### src/rtl/sct_pkg.sv
// sct_pkg: shared types, codes and character constants for the source code tokenizer.
// No dependencies; used by every module of the block.

package sct_pkg;

    localparam int LINE_BITS_DEF = 24;
    localparam int OUT_LINE_BITS = 24;
    localparam logic [OUT_LINE_BITS-1:0] OUT_LINE_MAX = '1;
    localparam int QUEUE_DEPTH = 4;
    localparam logic [3:0] MAX_CHAR_LEN_RST = 4'd2;

    // token kinds
    localparam logic [4:0] KIND_ID       = 5'd0;
    localparam logic [4:0] KIND_INT      = 5'd1;
    localparam logic [4:0] KIND_FLOAT    = 5'd2;
    localparam logic [4:0] KIND_STR      = 5'd3;
    localparam logic [4:0] KIND_CHR      = 5'd4;
    localparam logic [4:0] KIND_PLUS     = 5'd5;
    localparam logic [4:0] KIND_PLUS_EQ  = 5'd6;
    localparam logic [4:0] KIND_MINUS    = 5'd7;
    localparam logic [4:0] KIND_MINUS_EQ = 5'd8;
    localparam logic [4:0] KIND_STAR     = 5'd9;
    localparam logic [4:0] KIND_STAR_EQ  = 5'd10;
    localparam logic [4:0] KIND_AND_AND  = 5'd11;
    localparam logic [4:0] KIND_ASSIGN   = 5'd12;
    localparam logic [4:0] KIND_EQ_EQ    = 5'd13;
    localparam logic [4:0] KIND_BANG     = 5'd14;
    localparam logic [4:0] KIND_NOT_EQ   = 5'd15;
    localparam logic [4:0] KIND_LBRACE   = 5'd16;
    localparam logic [4:0] KIND_RBRACE   = 5'd17;
    localparam logic [4:0] KIND_LBRACK   = 5'd18;
    localparam logic [4:0] KIND_RBRACK   = 5'd19;
    localparam logic [4:0] KIND_LPAREN   = 5'd20;
    localparam logic [4:0] KIND_RPAREN   = 5'd21;
    localparam logic [4:0] KIND_SEMI     = 5'd22;
    localparam logic [4:0] KIND_COMMA    = 5'd23;
    localparam logic [4:0] KIND_SLASH    = 5'd24;
    localparam logic [4:0] KIND_PERCENT  = 5'd25;
    localparam logic [4:0] KIND_DOT      = 5'd26;
    localparam logic [4:0] KIND_LT       = 5'd27;
    localparam logic [4:0] KIND_GT       = 5'd28;
    localparam logic [4:0] KIND_EOF      = 5'd29;

    // error codes
    localparam logic [1:0] ERR_NONE       = 2'd0;
    localparam logic [1:0] ERR_UNEXPECTED = 2'd1;
    localparam logic [1:0] ERR_CHAR_LONG  = 2'd2;

    // characters
    localparam logic [7:0] CH_LF         = 8'h0A;
    localparam logic [7:0] CH_CR         = 8'h0D;
    localparam logic [7:0] CH_SPACE      = 8'h20;
    localparam logic [7:0] CH_BANG       = 8'h21;
    localparam logic [7:0] CH_DQUOTE     = 8'h22;
    localparam logic [7:0] CH_AMP        = 8'h26;
    localparam logic [7:0] CH_SQUOTE     = 8'h27;
    localparam logic [7:0] CH_STAR       = 8'h2A;
    localparam logic [7:0] CH_PLUS       = 8'h2B;
    localparam logic [7:0] CH_MINUS      = 8'h2D;
    localparam logic [7:0] CH_DOT        = 8'h2E;
    localparam logic [7:0] CH_EQ         = 8'h3D;
    localparam logic [7:0] CH_UNDERSCORE = 8'h5F;

    typedef enum logic [2:0] {
        LEX_IDLE,
        LEX_ID,
        LEX_INT,
        LEX_FLOAT,
        LEX_STR,
        LEX_CHR,
        LEX_OP,
        LEX_ERR
    } lex_mode_t;

    typedef enum logic [2:0] {
        OP_NONE,
        OP_PLUS,
        OP_MINUS,
        OP_STAR,
        OP_AMP,
        OP_EQ,
        OP_BANG
    } op_t;

    typedef struct packed {
        logic [7:0] in_byte;
        logic       end_of_input;
    } in_item_t;

    typedef struct packed {
        logic [4:0]               token_kind;
        logic [7:0]               value_byte;
        logic                     has_byte;
        logic                     token_first;
        logic                     token_last;
        logic [1:0]               error_code;
        logic [OUT_LINE_BITS-1:0] line_number;
        logic                     run_last;
    } out_item_t;

    // what one input transaction produces: one or two results
    typedef struct packed {
        out_item_t res_a;
        out_item_t res_b;
        logic      has_b;
    } bundle_t;

    function automatic out_item_t make_result(input logic [4:0] kind,
                                              input logic [7:0] b,
                                              input logic has,
                                              input logic first,
                                              input logic last,
                                              input logic [1:0] err,
                                              input logic [OUT_LINE_BITS-1:0] line);
        out_item_t r;
        r.token_kind  = kind;
        r.value_byte  = has ? b : 8'd0;
        r.has_byte    = has;
        r.token_first = first;
        r.token_last  = last;
        r.error_code  = err;
        r.line_number = line;
        r.run_last    = 1'b0;
        return r;
    endfunction

endpackage

### src/rtl/sct_front.sv
// sct_front: accepts source bytes, tracks lexer state and builds the result bundle.
// Depends on sct_pkg.

module sct_front #(
    parameter int LINE_BITS = sct_pkg::LINE_BITS_DEF
) (
    input  logic              aclk,
    input  logic              aresetn,
    input  logic              cfg_valid,
    input  logic [3:0]        cfg_data,
    input  logic              s_valid,
    input  sct_pkg::in_item_t s_data,
    input  logic              q_full,
    output logic              push,
    output sct_pkg::bundle_t  push_data
);

    localparam int LINE_EXT = (LINE_BITS > sct_pkg::OUT_LINE_BITS) ? LINE_BITS
                                                                   : sct_pkg::OUT_LINE_BITS;

    typedef struct packed {
        logic               emit;
        logic [4:0]         kind;
        logic               has;
        logic               last;
        logic [1:0]         err;
        sct_pkg::lex_mode_t mode;
        sct_pkg::op_t       op;
        logic               clr_cnt;
        logic               newline;
    } start_t;

    sct_pkg::lex_mode_t   mode_reg, mode_next;
    sct_pkg::op_t         op_reg, op_next;
    logic [3:0]           cnt_reg, cnt_next;
    logic [LINE_BITS-1:0] line_reg, line_next;
    logic [3:0]           max_len_reg;

    logic                 accept;
    logic [7:0]           b;
    logic [LINE_EXT-1:0]  line_wide;
    logic [sct_pkg::OUT_LINE_BITS-1:0] line_out;
    start_t               st;
    logic                 inc_line;
    logic                 n_two;
    logic                 n_any;
    logic                 is_dig, is_alp;
    sct_pkg::out_item_t   ra, rb, close_r;
    logic                 close_ok;

    function automatic logic [4:0] op_single(input sct_pkg::op_t o);
        case (o)
            sct_pkg::OP_MINUS: return sct_pkg::KIND_MINUS;
            sct_pkg::OP_STAR:  return sct_pkg::KIND_STAR;
            sct_pkg::OP_AMP:   return sct_pkg::KIND_AND_AND;
            sct_pkg::OP_EQ:    return sct_pkg::KIND_ASSIGN;
            sct_pkg::OP_BANG:  return sct_pkg::KIND_BANG;
            default:           return sct_pkg::KIND_PLUS;
        endcase
    endfunction

    function automatic logic [4:0] op_double(input sct_pkg::op_t o);
        case (o)
            sct_pkg::OP_MINUS: return sct_pkg::KIND_MINUS_EQ;
            sct_pkg::OP_STAR:  return sct_pkg::KIND_STAR_EQ;
            sct_pkg::OP_AMP:   return sct_pkg::KIND_AND_AND;
            sct_pkg::OP_EQ:    return sct_pkg::KIND_EQ_EQ;
            sct_pkg::OP_BANG:  return sct_pkg::KIND_NOT_EQ;
            default:           return sct_pkg::KIND_PLUS_EQ;
        endcase
    endfunction

    function automatic start_t classify(input logic [7:0] c);
        start_t s;
        s.emit    = 1'b1;
        s.kind    = sct_pkg::KIND_ID;
        s.has     = 1'b1;
        s.last    = 1'b0;
        s.err     = sct_pkg::ERR_NONE;
        s.mode    = sct_pkg::LEX_IDLE;
        s.op      = sct_pkg::OP_NONE;
        s.clr_cnt = 1'b0;
        s.newline = 1'b0;
        if (c == sct_pkg::CH_SPACE || c == sct_pkg::CH_CR || c == sct_pkg::CH_LF) begin
            s.emit    = 1'b0;
            s.newline = (c == sct_pkg::CH_LF);
        end else if (c >= "0" && c <= "9") begin
            s.kind = sct_pkg::KIND_INT;
            s.mode = sct_pkg::LEX_INT;
        end else if ((c >= "a" && c <= "z") || (c >= "A" && c <= "Z")) begin
            s.mode = sct_pkg::LEX_ID;
        end else begin
            case (c)
                sct_pkg::CH_PLUS:  s.op = sct_pkg::OP_PLUS;
                sct_pkg::CH_MINUS: s.op = sct_pkg::OP_MINUS;
                sct_pkg::CH_STAR:  s.op = sct_pkg::OP_STAR;
                sct_pkg::CH_AMP:   s.op = sct_pkg::OP_AMP;
                sct_pkg::CH_EQ:    s.op = sct_pkg::OP_EQ;
                sct_pkg::CH_BANG:  s.op = sct_pkg::OP_BANG;
                default:           s.op = sct_pkg::OP_NONE;
            endcase
            if (s.op != sct_pkg::OP_NONE) begin
                s.kind = op_single(s.op);
                s.mode = sct_pkg::LEX_OP;
            end else if (c == sct_pkg::CH_DQUOTE) begin
                s.kind = sct_pkg::KIND_STR;
                s.has  = 1'b0;
                s.mode = sct_pkg::LEX_STR;
            end else if (c == sct_pkg::CH_SQUOTE) begin
                s.kind    = sct_pkg::KIND_CHR;
                s.has     = 1'b0;
                s.mode    = sct_pkg::LEX_CHR;
                s.clr_cnt = 1'b1;
            end else begin
                s.last = 1'b1;
                case (c)
                    "{":     s.kind = sct_pkg::KIND_LBRACE;
                    "}":     s.kind = sct_pkg::KIND_RBRACE;
                    "[":     s.kind = sct_pkg::KIND_LBRACK;
                    "]":     s.kind = sct_pkg::KIND_RBRACK;
                    "(":     s.kind = sct_pkg::KIND_LPAREN;
                    ")":     s.kind = sct_pkg::KIND_RPAREN;
                    ";":     s.kind = sct_pkg::KIND_SEMI;
                    ",":     s.kind = sct_pkg::KIND_COMMA;
                    "/":     s.kind = sct_pkg::KIND_SLASH;
                    "%":     s.kind = sct_pkg::KIND_PERCENT;
                    ".":     s.kind = sct_pkg::KIND_DOT;
                    "<":     s.kind = sct_pkg::KIND_LT;
                    ">":     s.kind = sct_pkg::KIND_GT;
                    default: begin
                        s.kind = sct_pkg::KIND_ID;
                        s.err  = sct_pkg::ERR_UNEXPECTED;
                        s.mode = sct_pkg::LEX_ERR;
                    end
                endcase
            end
        end
        return s;
    endfunction

    assign accept = s_valid && !q_full;
    assign b      = s_data.in_byte;
    assign is_dig = (b >= "0" && b <= "9");
    assign is_alp = (b >= "a" && b <= "z") || (b >= "A" && b <= "Z");

    // all results of one transaction carry the line count from before it
    assign line_wide = LINE_EXT'(line_reg);
    assign line_out  = (line_wide > LINE_EXT'(sct_pkg::OUT_LINE_MAX)) ? sct_pkg::OUT_LINE_MAX
                                                  : line_wide[sct_pkg::OUT_LINE_BITS-1:0];
    assign st = classify(b);

    // closing result for an open token, used on end of input and on token breaks
    always_comb begin
        close_ok = 1'b1;
        close_r  = sct_pkg::make_result(sct_pkg::KIND_ID, 8'd0, 1'b0, 1'b0, 1'b1,
                                        sct_pkg::ERR_NONE, line_out);
        case (mode_reg)
            sct_pkg::LEX_ID:    close_r.token_kind = sct_pkg::KIND_ID;
            sct_pkg::LEX_INT:   close_r.token_kind = sct_pkg::KIND_INT;
            sct_pkg::LEX_FLOAT: close_r.token_kind = sct_pkg::KIND_FLOAT;
            sct_pkg::LEX_STR:   close_r.token_kind = sct_pkg::KIND_STR;
            sct_pkg::LEX_CHR:   close_r.token_kind = sct_pkg::KIND_CHR;
            sct_pkg::LEX_OP: begin
                if (op_reg == sct_pkg::OP_AMP) begin
                    close_r.error_code = sct_pkg::ERR_UNEXPECTED;
                end else begin
                    close_r.token_kind = op_single(op_reg);
                end
            end
            default: close_ok = 1'b0;
        endcase
    end

    always_comb begin
        mode_next = mode_reg;
        op_next   = op_reg;
        cnt_next  = cnt_reg;
        inc_line  = 1'b0;
        n_any     = 1'b0;
        n_two     = 1'b0;
        ra        = close_r;
        rb        = sct_pkg::make_result(st.kind, b, st.has, 1'b1, st.last, st.err, line_out);

        if (s_data.end_of_input) begin
            n_any = 1'b1;
            n_two = close_ok;
            rb    = sct_pkg::make_result(sct_pkg::KIND_EOF, 8'd0, 1'b0, 1'b1, 1'b1,
                                         sct_pkg::ERR_NONE, line_out);
            if (!close_ok) begin
                ra = rb;
            end
            mode_next = sct_pkg::LEX_IDLE;
            op_next   = sct_pkg::OP_NONE;
            cnt_next  = 4'd0;
        end else begin
            case (mode_reg)
                sct_pkg::LEX_ERR: begin
                end
                sct_pkg::LEX_ID, sct_pkg::LEX_INT, sct_pkg::LEX_FLOAT: begin
                    n_any = 1'b1;
                    if (is_dig || (mode_reg == sct_pkg::LEX_ID &&
                                   (is_alp || b == sct_pkg::CH_UNDERSCORE))) begin
                        ra = sct_pkg::make_result(close_r.token_kind, b, 1'b1, 1'b0, 1'b0,
                                                  sct_pkg::ERR_NONE, line_out);
                    end else if (mode_reg == sct_pkg::LEX_INT && b == sct_pkg::CH_DOT) begin
                        ra = sct_pkg::make_result(sct_pkg::KIND_FLOAT, b, 1'b1, 1'b0, 1'b0,
                                                  sct_pkg::ERR_NONE, line_out);
                        mode_next = sct_pkg::LEX_FLOAT;
                    end else begin
                        n_two     = st.emit;
                        mode_next = st.mode;
                        inc_line  = st.newline;
                        if (st.op != sct_pkg::OP_NONE) op_next = st.op;
                        if (st.clr_cnt) cnt_next = 4'd0;
                    end
                end
                sct_pkg::LEX_STR: begin
                    n_any = 1'b1;
                    if (b == sct_pkg::CH_DQUOTE) begin
                        mode_next = sct_pkg::LEX_IDLE;
                    end else begin
                        ra = sct_pkg::make_result(sct_pkg::KIND_STR, b, 1'b1, 1'b0, 1'b0,
                                                  sct_pkg::ERR_NONE, line_out);
                        inc_line = (b == sct_pkg::CH_LF);
                    end
                end
                sct_pkg::LEX_CHR: begin
                    n_any = 1'b1;
                    if (b == sct_pkg::CH_SQUOTE) begin
                        mode_next = sct_pkg::LEX_IDLE;
                        cnt_next  = 4'd0;
                    end else if (cnt_reg >= max_len_reg) begin
                        ra = sct_pkg::make_result(sct_pkg::KIND_ID, 8'd0, 1'b0, 1'b0, 1'b1,
                                                  sct_pkg::ERR_CHAR_LONG, line_out);
                        mode_next = sct_pkg::LEX_ERR;
                    end else begin
                        ra = sct_pkg::make_result(sct_pkg::KIND_CHR, b, 1'b1, 1'b0, 1'b0,
                                                  sct_pkg::ERR_NONE, line_out);
                        inc_line = (b == sct_pkg::CH_LF);
                        cnt_next = cnt_reg + 4'd1;
                    end
                end
                sct_pkg::LEX_OP: begin
                    n_any   = 1'b1;
                    op_next = sct_pkg::OP_NONE;
                    if ((op_reg == sct_pkg::OP_AMP && b == sct_pkg::CH_AMP) ||
                        (op_reg != sct_pkg::OP_AMP && b == sct_pkg::CH_EQ)) begin
                        ra = sct_pkg::make_result(op_double(op_reg), b, 1'b1, 1'b0, 1'b1,
                                                  sct_pkg::ERR_NONE, line_out);
                        mode_next = sct_pkg::LEX_IDLE;
                    end else if (op_reg == sct_pkg::OP_AMP) begin
                        // lone '&': error closes it and the byte is dropped
                        mode_next = sct_pkg::LEX_ERR;
                    end else begin
                        n_two     = st.emit;
                        mode_next = st.mode;
                        inc_line  = st.newline;
                        if (st.op != sct_pkg::OP_NONE) op_next = st.op;
                        if (st.clr_cnt) cnt_next = 4'd0;
                    end
                end
                default: begin
                    n_any     = st.emit;
                    ra        = rb;
                    mode_next = st.mode;
                    inc_line  = st.newline;
                    if (st.op != sct_pkg::OP_NONE) op_next = st.op;
                    if (st.clr_cnt) cnt_next = 4'd0;
                end
            endcase
        end

        if (n_two) begin
            rb.run_last = 1'b1;
        end else begin
            ra.run_last = 1'b1;
        end

        if (s_data.end_of_input) begin
            line_next = LINE_BITS'(1);
        end else if (inc_line && line_reg != '1) begin
            line_next = line_reg + LINE_BITS'(1);
        end else begin
            line_next = line_reg;
        end
    end

    assign push            = accept && n_any;
    assign push_data.res_a = ra;
    assign push_data.res_b = rb;
    assign push_data.has_b = n_two;

    always_ff @(posedge aclk) begin
        if (!aresetn) begin
            mode_reg    <= sct_pkg::LEX_IDLE;
            op_reg      <= sct_pkg::OP_NONE;
            cnt_reg     <= 4'd0;
            line_reg    <= LINE_BITS'(1);
            max_len_reg <= sct_pkg::MAX_CHAR_LEN_RST;
        end else begin
            if (cfg_valid) begin
                max_len_reg <= cfg_data;
            end
            if (accept) begin
                mode_reg <= mode_next;
                op_reg   <= op_next;
                cnt_reg  <= cnt_next;
                line_reg <= line_next;
            end
        end
    end

endmodule

### src/rtl/sct_queue.sv
// sct_queue: small register queue of result bundles between front and back.
// Depends on sct_pkg.

module sct_queue (
    input  logic             aclk,
    input  logic             aresetn,
    input  logic             push,
    input  sct_pkg::bundle_t push_data,
    input  logic             pop,
    output sct_pkg::bundle_t pop_data,
    output logic             full,
    output logic             empty
);

    localparam int DEPTH = sct_pkg::QUEUE_DEPTH;
    localparam int PW    = $clog2(DEPTH);
    localparam int CW    = $clog2(DEPTH + 1);

    sct_pkg::bundle_t mem_reg [DEPTH];
    logic [PW-1:0] wr_ptr_reg, rd_ptr_reg;
    logic [CW-1:0] count_reg;

    assign full     = (count_reg == CW'(DEPTH));
    assign empty    = (count_reg == '0);
    assign pop_data = mem_reg[rd_ptr_reg];

    always_ff @(posedge aclk) begin
        if (push && !full) begin
            mem_reg[wr_ptr_reg] <= push_data;
        end
    end

    always_ff @(posedge aclk) begin
        if (!aresetn) begin
            wr_ptr_reg <= '0;
            rd_ptr_reg <= '0;
            count_reg  <= '0;
        end else begin
            if (push && !full) begin
                wr_ptr_reg <= (wr_ptr_reg == PW'(DEPTH - 1)) ? '0 : wr_ptr_reg + PW'(1);
            end
            if (pop && !empty) begin
                rd_ptr_reg <= (rd_ptr_reg == PW'(DEPTH - 1)) ? '0 : rd_ptr_reg + PW'(1);
            end
            case ({push && !full, pop && !empty})
                2'b10:   count_reg <= count_reg + CW'(1);
                2'b01:   count_reg <= count_reg - CW'(1);
                default: count_reg <= count_reg;
            endcase
        end
    end

endmodule

### src/rtl/sct_back.sv
// sct_back: drains bundles from the queue and presents results one per cycle while m_ready is not holding the output.
// Depends on sct_pkg.

module sct_back (
    input  logic               aclk,
    input  logic               aresetn,
    input  logic               q_empty,
    input  sct_pkg::bundle_t   q_data,
    output logic               pop,
    output logic               m_valid,
    input  logic               m_ready,
    output sct_pkg::out_item_t m_data
);

    logic               valid_reg;
    sct_pkg::out_item_t out_reg;
    logic               second_pend_reg;
    sct_pkg::out_item_t second_reg;
    logic               slot_free;

    assign slot_free = !valid_reg || m_ready;
    assign pop       = slot_free && !second_pend_reg && !q_empty;
    assign m_valid   = valid_reg;
    assign m_data    = out_reg;

    always_ff @(posedge aclk) begin
        if (slot_free) begin
            if (second_pend_reg) begin
                out_reg <= second_reg;
            end else if (!q_empty) begin
                out_reg    <= q_data.res_a;
                second_reg <= q_data.res_b;
            end
        end
    end

    always_ff @(posedge aclk) begin
        if (!aresetn) begin
            valid_reg       <= 1'b0;
            second_pend_reg <= 1'b0;
        end else if (slot_free) begin
            if (second_pend_reg) begin
                valid_reg       <= 1'b1;
                second_pend_reg <= 1'b0;
            end else begin
                valid_reg       <= !q_empty;
                second_pend_reg <= !q_empty && q_data.has_b;
            end
        end
    end

endmodule

### src/rtl/source_code_tokenizer.sv
// source_code_tokenizer: one source byte per cycle in while the queue is not full; token bytes and marks out.
// An accepted byte's results pass through the bundle queue and then the output register before m_data.
// A byte that yields two results presents them on the output one after the other.
// The 4-entry bundle queue lets the front keep taking bytes while the output is stalled.
// Reset (aresetn low, synchronous): lexer idle, line 1, queue and output empty,
// max char literal length back to 2. Depends on sct_pkg, sct_front, sct_queue, sct_back.

module source_code_tokenizer #(
    parameter int LINE_BITS = sct_pkg::LINE_BITS_DEF
) (
    input  logic               aclk,
    input  logic               aresetn,
    input  logic               cfg_valid,
    output logic               cfg_ready,
    input  logic [3:0]         cfg_data,
    input  logic               s_valid,
    output logic               s_ready,
    input  sct_pkg::in_item_t  s_data,
    output logic               m_valid,
    input  logic               m_ready,
    output sct_pkg::out_item_t m_data
);

    logic             push, pop, q_full, q_empty;
    sct_pkg::bundle_t push_data, pop_data;

    assign cfg_ready = 1'b1;
    assign s_ready   = !q_full;

    sct_front #(
        .LINE_BITS(LINE_BITS)
    ) u_front (
        .aclk      (aclk),
        .aresetn   (aresetn),
        .cfg_valid (cfg_valid),
        .cfg_data  (cfg_data),
        .s_valid   (s_valid),
        .s_data    (s_data),
        .q_full    (q_full),
        .push      (push),
        .push_data (push_data)
    );

    sct_queue u_queue (
        .aclk      (aclk),
        .aresetn   (aresetn),
        .push      (push),
        .push_data (push_data),
        .pop       (pop),
        .pop_data  (pop_data),
        .full      (q_full),
        .empty     (q_empty)
    );

    sct_back u_back (
        .aclk    (aclk),
        .aresetn (aresetn),
        .q_empty (q_empty),
        .q_data  (pop_data),
        .pop     (pop),
        .m_valid (m_valid),
        .m_ready (m_ready),
        .m_data  (m_data)
    );

endmodule

### config.mk
export PLATFORM = sky130hd
export DESIGN_NAME = source_code_tokenizer
export DESIGN_NICKNAME = d
export VERILOG_FILES = /design/src/rtl/sct_pkg.sv /design/src/rtl/sct_front.sv /design/src/rtl/sct_queue.sv /design/src/rtl/sct_back.sv /design/src/rtl/source_code_tokenizer.sv
export SDC_FILE = /design/constraint.sdc
export NUM_CORES = 1
export LEC_CHECK = 0
export ABC_AREA = 1
export BUFFER_PORTS_ARGS = -buffer_cell sky130_fd_sc_hd__buf_2
export CAP_MARGIN = 15
export CORE_MARGIN = 1.5
export CORE_UTILIZATION = 30
export DETAILED_ROUTE_END_ITERATION = 10
export PLACE_DENSITY = 0.49
export RECOVER_POWER = 100
export SLEW_MARGIN = 20
export SYNTH_ARGS = -nofsm -noshare
export SYNTH_HDL_FRONTEND = slang
export SYNTH_SLANG_ARGS = --single-unit
### constraint.sdc
create_clock -name aclk -period 10.4 [get_ports aclk]
set_input_delay 0 -clock aclk [delete_from_list [all_inputs] [get_ports aclk]]
set_output_delay 0 -clock aclk [all_outputs]
set_load 0.03 [all_outputs]
======== After elaboration in Yosys (flattened, before gate mapping) ========
Memory sizes are Yosys's and may differ from the RTL's. A register that Yosys moved wholly into a read port is not among the register bits.
Index checks and enable logic that the tools add are counted.
word-level totals
  bits of input ports ..................... 18
  memories kept ........................... 1
  RAM bits ................................ 348
  bits in registers ....................... 133
  output and inout port bits .............. 46
memories
  name             depth  width  read ports  clocked after memory_dff  write ports  line             source
  u_queue.mem_reg  4      87     1           1                         1            sct_queue.sv:19  sct_pkg::bundle_t mem_reg [DEPTH];
cells by class
  add/subtract/negate cells ............... 6
  bitwise logic cells ..................... 2
  mux-type cells .......................... 107
  equality and inequality tests ........... 60
  magnitude comparators ................... 8
  reductions and logical operators ........ 42
operators with widths
  cell                                                                   number
  43-bit 2-to-1 mux                                                      10
  43-bit case mux with 5 select lines                                    1
  8-bit by 6-bit == test with 1-bit output, second input constant        18
  3-bit 2-to-1 mux                                                       25
  24-bit 2-to-1 mux                                                      3
  5-bit case mux with 13 select lines                                    1
  4-bit 2-to-1 mux                                                       13
  41-bit 2-to-1 mux                                                      1
  8-bit by 7-bit == test with 1-bit output, second input constant        5
  4-bit case mux with 5 select lines                                     2
  3-bit == test, second input constant                                   11
  4-bit case mux with 4 select lines                                     2
  1-bit 2-to-1 mux                                                       28
  5-bit case mux with 5 select lines                                     1
  24-bit by 1-bit adder with 24-bit output, second input constant        1
  24-bit > comparator, second input constant                             1
  24-bit != test, second input constant                                  1
  5-bit 2-to-1 mux                                                       4
  3-bit by 2-bit == test with 1-bit output, second input constant        6
  3-bit case mux with 6 select lines                                     1
  8-bit by 4-bit == test with 1-bit output, second input constant        2
  8-bit by 7-bit >= comparator with 1-bit output, second input constant  2
  8-bit by 7-bit <= comparator with 1-bit output, second input constant  2
  16-bit 2-to-1 mux                                                      1
  41 further kinds                                                       83

======== Logic depth before layout (Yosys ltp) ========
  word-level depth ........................ 18
  depth in mapped cells ................... 17

======== Cells and area by module ========
Synthesis repeated with hierarchy kept, for this count alone.
second synthesis, totals
  cell total of the unflattened synthesis .. 1841
  area, all modules ....................... 20619.8 um^2
modules (own cells, without submodules)
  module                 times used  area an instance (um^2)  cells an instance
  sct_queue              1           13411.6                  911
  sct_front              1           3950.0                   685
  sct_back               1           3243.1                   242
  source_code_tokenizer  1           15.0                     3

======== Least setup slack after synthesis ========
Ideal clock, no wire load.
  path type ............................... reg-to-reg
  from .................................... register u_queue.count_reg[0]
  to ...................................... memory u_queue.mem_reg[0][1] (netlist bit), enable pin
  cell stages (with the launch flop) ...... 7
  path slack .............................. 6245 ps
  arrival ................................. 3677 ps
  clock period less this slack ............ 4155 ps
  buffers on the path ..................... 0
  data required time ...................... 9922 ps
  cells stage by stage .................... dfxtp_1 -> inv_1 -> nand3_1 -> nand2_1 -> clkinv_1 -> o21ai_2 -> nor2_1
on the way
  longest elaborated chain between the ends .. 7
ends and longest elaborated chain
  element                                   line                         source
  start: declaration                        sct_queue.sv:21              logic [CW-1:0] count_reg;
  start signal: assignment                  sct_queue.sv:46              2'b10: count_reg <= count_reg + CW'(1);
  start signal: assignment                  sct_queue.sv:47              2'b01: count_reg <= count_reg - CW'(1);
  start signal: assignment                  sct_queue.sv:48              default: count_reg <= count_reg;
  3-bit == test *                           sct_queue.sv:23              assign full = (count_reg == CW'(DEPTH));
  1-bit logical NOT *                       n/a
  net s_ready                               source_code_tokenizer.sv:17  output logic s_ready,
  1-bit logical AND                         sct_front.sv:141             assign accept = s_valid && !q_full;
  1-bit logical AND                         sct_front.sv:288             assign push = accept && n_any;
  1-bit logical AND *                       sct_queue.sv:28              if (push && !full) begin
  1-bit 2-to-1 mux *                        sct_queue.sv:28
  1-bit 2-to-1 mux (implied by the code) *  sct_queue.sv:29              mem_reg[wr_ptr_reg] <= push_data;
  end: declaration                          sct_queue.sv:19
The timed path passes the listed nets; every way through them passes the cells marked *.

======== Final worst setup path ========
  from .................................... input port s_data[0] (netlist bit)
  to ...................................... memory u_queue.mem_reg[0][83] (netlist bit), enable pin
on the way
  longest elaborated chain between the ends .. 5
ends and longest elaborated chain
  element                                 line                         source
  start: declaration                      source_code_tokenizer.sv:18  input sct_pkg::in_item_t s_data,
  1-bit 2-to-1 mux                        sct_front.sv:184             if (s_data.end_of_input) begin
  1-bit logical AND                       sct_front.sv:288
  1-bit logical AND                       sct_queue.sv:28
  1-bit 2-to-1 mux                        sct_queue.sv:28
  1-bit 2-to-1 mux (implied by the code)  sct_queue.sv:29
Every way passes these cells.

==> results_tabular.tex <==
\begin{tabular}{lr}
\hline
Metric & Value \\
\hline
\multicolumn{2}{l}{\textbf{Outcome}} \\
Outcome & complete, but fails checks \\
Violated checks & max-capacitance violations, max-slew violations \\
\multicolumn{2}{l}{\textbf{Timing}} \\
Setup Total Neg Slack & 0 ns \\
Fmax & around 170 MHz \\
Number of hold violations in the final report & 0 \\
Setup repair after global routing missed its margin & false \\
Final count of negative-setup-slack endpoints & 0 \\
Pins Over Slew Limit & between 600 and 700 \\
Worst-margin pin slew & 4.16 ns \\
Final clock skew & 0.0200 ns \\
Tmin final & 5.87 ns \\
Worst-case headroom to the max-slew limit & -178\% \\
Final worst path period share & 56.5\% \\
\multicolumn{2}{l}{\textbf{Critical path}} \\
Kind of capture point of the worst setup path & flop \\
Critical Path RT & roughly 10 ns \\
Cell-by-cell trace of the critical path & clkbuf\_1 > o21ai\_0 > nor2\_4 > clkbuf\_1 \\
Worst Path Class, Setup & input port to flop \\
FF-to-FF path depth & 7 \\
Startpoint of the most critical register-to-register path & u\_queue.count\_reg[0] \\
Minimum setup slack among reg-to-reg paths & $\sim$4.8 ns \\
Maximum fanout encountered on the critical timing path & 60 \\
Critical Path Source Type & input port \\
CP max-delay cell & sky130\_fd\_sc\_hd\_\_clkbuf\_1 \\
Delay of the slowest cell on the worst path & around 3 ns \\
Capture point of the worst reg-to-reg path & u\_queue.mem\_reg[0][83] \\
Most numerous cell on the critical path & sky130\_fd\_sc\_hd\_\_clkbuf\_1 \\
Data arrival time of the critical path & 5.93 ns \\
\multicolumn{2}{l}{\textbf{Logic synthesis}} \\
Cell taking the most area after synthesis & sky130\_fd\_sc\_hd\_\_edfxtp\_1 \\
Dominant cell by count in the synthesized netlist & sky130\_fd\_sc\_hd\_\_edfxtp\_1 \\
Leading cell types by count after synthesis & 324 x sky130\_fd\_sc\_hd\_\_edfxtp\_1, 300 x sky130\_fd\_sc\_hd\_\_nor2\_1, 247 x sky130\_fd\_sc\_hd\_\_nand2\_1, 145 x sky130\_fd\_sc\_hd\_\_o21ai\_0, 97 x sky130\_fd\_sc\_hd\_\_inv\_1 \\
Post-synthesis instance area & 16,200 um\^{}2 \\
Flip-flop and latch count after synthesis & approximately 370 \\
Proportion of synthesized chip area in sequential cells & roughly two thirds \\
Share of async-settable or async-resettable flops after synthesis & 0\% \\
Primary FF master, synth & sky130\_fd\_sc\_hd\_\_edfxtp\_1 \\
Cells after Synth & $\sim$1,600 \\
Synth top area share & around 60\% \\
Biggest area contributors in the synthesized netlist & sky130\_fd\_sc\_hd\_\_edfxtp\_1 60\%, sky130\_fd\_sc\_hd\_\_nor2\_1 6.9\%, sky130\_fd\_sc\_hd\_\_dfxtp\_1 6.0\% \\
Number of enable-type register cells in the synthesized netlist & 324 \\
Net count after synthesis & around 1,600 \\
Yosys cell types & 47 \\
Number of warnings issued by yosys & 0 \\
Average instance area after synthesis & 10.3 um\^{}2 \\
\multicolumn{2}{l}{\textbf{Power}} \\
Clock power frac & 30.4\% \\
Switch Pwr & 1.65 mW \\
PD cells & around 270 nW/um\^{}2 \\
Proportion of total power due to net switching & 33.4\% \\
Leakage power of the design & approximately 6.6 nW \\
Relative contribution of sequential cells to total power & 44.6\% \\
Gate power share & between 20\% and 30\% \\
Maximum ir drop on the vdd rail & 0.164 mV \\
Cell internal pwr & 3.29 mW \\
\multicolumn{2}{l}{\textbf{Detailed routing}} \\
Detailed-routing iteration count for the pre-antenna-repair pass & 5 \\
Post-DR wirelength/cell & 17.3 um \\
Number of remaining DRC errors & 0 \\
Via count & between 10,000 and 15,000 \\
DR iter-0 viols & around 750 \\
Routed Wire Length & between 40,000 and 50,000 um \\
ANT nets after route & 0 \\
Number of vias per cell after detailed routing & 4.78 \\
\multicolumn{2}{l}{\textbf{Placement}} \\
Final weighted congestion of routability-driven global placement & approximately 0.90 \\
Cell area after placement & roughly 17,000 um\^{}2 \\
Total half-perimeter wirelength after legalization and detailed placement & around 25,000 um \\
IO Port Bufs & between 60 and 70 \\
\multicolumn{2}{l}{\textbf{Finish}} \\
Post-layout instance area & 18,600 um\^{}2 \\
Synth-to-Final Area Change & 14.8\% \\
Share of cells above drive strength 1 & 5.93\% \\
Antenna fix cells & 0 \\
Final Util & 34.8\% \\
NumNets Final & $\sim$1,700 \\
Flip-flop count of the largest register, all copies and words added & 240 \\
\multicolumn{2}{l}{\textbf{GRT}} \\
Global-route wire length before repair & approximately 63,000 um \\
Met2 global-route usage & 23.3\% \\
Overflow left after global routing & 0 \\
Overall track demand over capacity in global routing & between 10\% and 20\% \\
GR Layer Usage met3 & 2.37\% \\
Antenna violations before repair & 0 \\
GRT Max-Usage Layer & met2 \\
GRT met1 Usage & 20.4\% \\
Vias in the first global route & 10,800 \\
Largest net degree at the start of global routing & 89 \\
\multicolumn{2}{l}{\textbf{Worst hold path}} \\
Hold path start & s\_data[4] \\
Instance count along the most critical hold path & 3 \\
Min-delay worst type & input port to flop \\
Endpoint of the worst hold path & u\_queue.mem\_reg[0][34] \\
\multicolumn{2}{l}{\textbf{CTS}} \\
Count of instances resized after the clock tree is built & 0 \\
Clock tree from TritonCTS & yes \\
Max Root-Sink Buffers & 3 \\
Worst-path clk slew & 0.05 ns \\
H-tree Lvls & 2 \\
Clock sink count & 373 \\
Clock insertion delay at the later pin of the skew report & approximately 0.56 ns \\
Inserted Clock Buffers & between 40 and 50 \\
Post-CTS repair timing setup buffer count & 0 \\
Clock tree root driver cell & sky130\_fd\_sc\_hd\_\_clkbuf\_16 \\
\multicolumn{2}{l}{\textbf{Floorplanning}} \\
Boundary Pins & 64 \\
Die Wd & about 240 um \\
Die boundary height & 236 um \\
CORE AREA & $\sim$54,000 um\^{}2 \\
Die outline area & 55,500 um\^{}2 \\
Initial core utilization & 30.3\% \\
Standard-cell rows & 85 \\
\multicolumn{2}{l}{\textbf{Run}} \\
Maximum capacitance violations & 13 \\
\hline
\end{tabular}
## cells by family (layout without fill, tap and decap cells)
group / count (synthesis) / after routing / share of synthesized area [%]
buffers and inverters: 200 / 277 / 4.77
AO/OA/AOI/OAI: 286 / 286 / 9.70
other: 1 / 1 / 0.0231
AND/OR/NAND/NOR: 682 / 682 / 17.4
adder cells (fa/ha/maj): 13 / 13 / 1.05
XOR/XNOR: 20 / 20 / 1.08
flip-flops: 373 / 373 / 66.0
## layout make-up
cell class / instances / area [um^2]
clock buffer: 51 / 1120
clock inverter: 22 / 277
fill: 5455 / 35000
inverter: 108 / 405
multi-input combinational: 1002 / 4740
sequential: 373 / 10700
tap: 696 / 871
timing repair buffer: 96 / 519
## per-layer routing
layer	up-vias	routed length, um
met3	57	1720
met4	0	837
met1	5425	19700
met2	210	18300
met5	-	0
li1	5528	-
## worst max-delay path, delay by kind of cell
family / cells / cell delay, ns
buf+inv: 2 / 4.47
compound gates: 1 / 1.15
simple gates: 1 / 0.26
## timing repair
action,in CTS,in global routing
hold buffers,21,0
hold endpoints to repair,58,0
setup endpoints to repair,0,0
## worst max path at each step
| stage | slack [ns] | endpoint | cells past startpoint | startpoint |
|---|---|---|---|---|
| 2_1_floorplan | 6.24 | u_queue.mem_reg[0][1] | 6 | u_queue.count_reg[0] |
| 3_3_place_gp | 7.20 | u_queue.count_reg[2] | 12 | u_queue.count_reg[0] |
| 3_5_place_dp | 7.15 | u_queue.count_reg[2] | 12 | u_queue.count_reg[0] |
| 4_1_cts | 7.14 | u_queue.count_reg[2] | 12 | u_queue.count_reg[0] |
| 5_1_grt | 3.85 | u_queue.mem_reg[2][72] | 4 | s_data[0] |
| 6_report | 4.53 | u_queue.mem_reg[0][83] | 4 | s_data[0] |
## power by group through the flow
stage	combinational, mW	sequential, mW	clock [mW]
after global placement	1.28	2.21	0
final	1.23	2.21	1.50
after detailed placement	1.29	2.22	0
after CTS	1.30	2.19	1.54
after global routing	1.39	2.24	1.60
after floorplan	0.688	2.38	0
## stage by stage
| stage | worst slack, ns | hold WS, ns | total power [mW] | cells |
|---|---|---|---|---|
| after floorplan | 6.24 | 0.111 | 3.07 | 1575 |
| after global placement | 7.20 | 0.235 | 3.50 | 2254 |
| after detailed placement | 7.15 | 0.229 | 3.51 | 2254 |
| after CTS | 7.14 | 0.00168 | 5.03 | 2348 |
| after global routing | 3.85 | 0.0302 | 5.23 | 2348 |
| final | 4.53 | 0.0416 | 4.94 | 2348 |
## cells in the final DEF, fill, tap and decap left out, types with 5 or more instances in the layout
master | Yosys | final
sky130_fd_sc_hd__clkbuf_1 | 82 | 66
sky130_fd_sc_hd__ha_1 | 12 | 12
sky130_fd_sc_hd__o22ai_1 | 42 | 42
sky130_fd_sc_hd__nand3_1 | 83 | 83
sky130_fd_sc_hd__a31oi_1 | 19 | 19
sky130_fd_sc_hd__nand4_1 | 12 | 12
sky130_fd_sc_hd__xor2_1 | 15 | 15
sky130_fd_sc_hd__nor2_1 | 300 | 296
sky130_fd_sc_hd__dfxtp_1 | 49 | 48
sky130_fd_sc_hd__clkinv_1 | 3 | 8
sky130_fd_sc_hd__xnor2_1 | 5 | 5
sky130_fd_sc_hd__inv_2 | 8 | 7
sky130_fd_sc_hd__nor3_1 | 17 | 18
sky130_fd_sc_hd__o211ai_1 | 6 | 6
sky130_fd_sc_hd__clkbuf_16 | 0 | 43
sky130_fd_sc_hd__bufinv_16 | 0 | 6
sky130_fd_sc_hd__buf_2 | 4 | 13
sky130_fd_sc_hd__nand2_1 | 247 | 248
sky130_fd_sc_hd__a21oi_1 | 52 | 52
sky130_fd_sc_hd__o21ai_0 | 145 | 153
sky130_fd_sc_hd__inv_1 | 97 | 98
sky130_fd_sc_hd__dlygate4sd3_1 | 0 | 21
sky130_fd_sc_hd__nor2_4 | 1 | 5
sky130_fd_sc_hd__edfxtp_1 | 324 | 324
(Power assumes the default switching activity.)
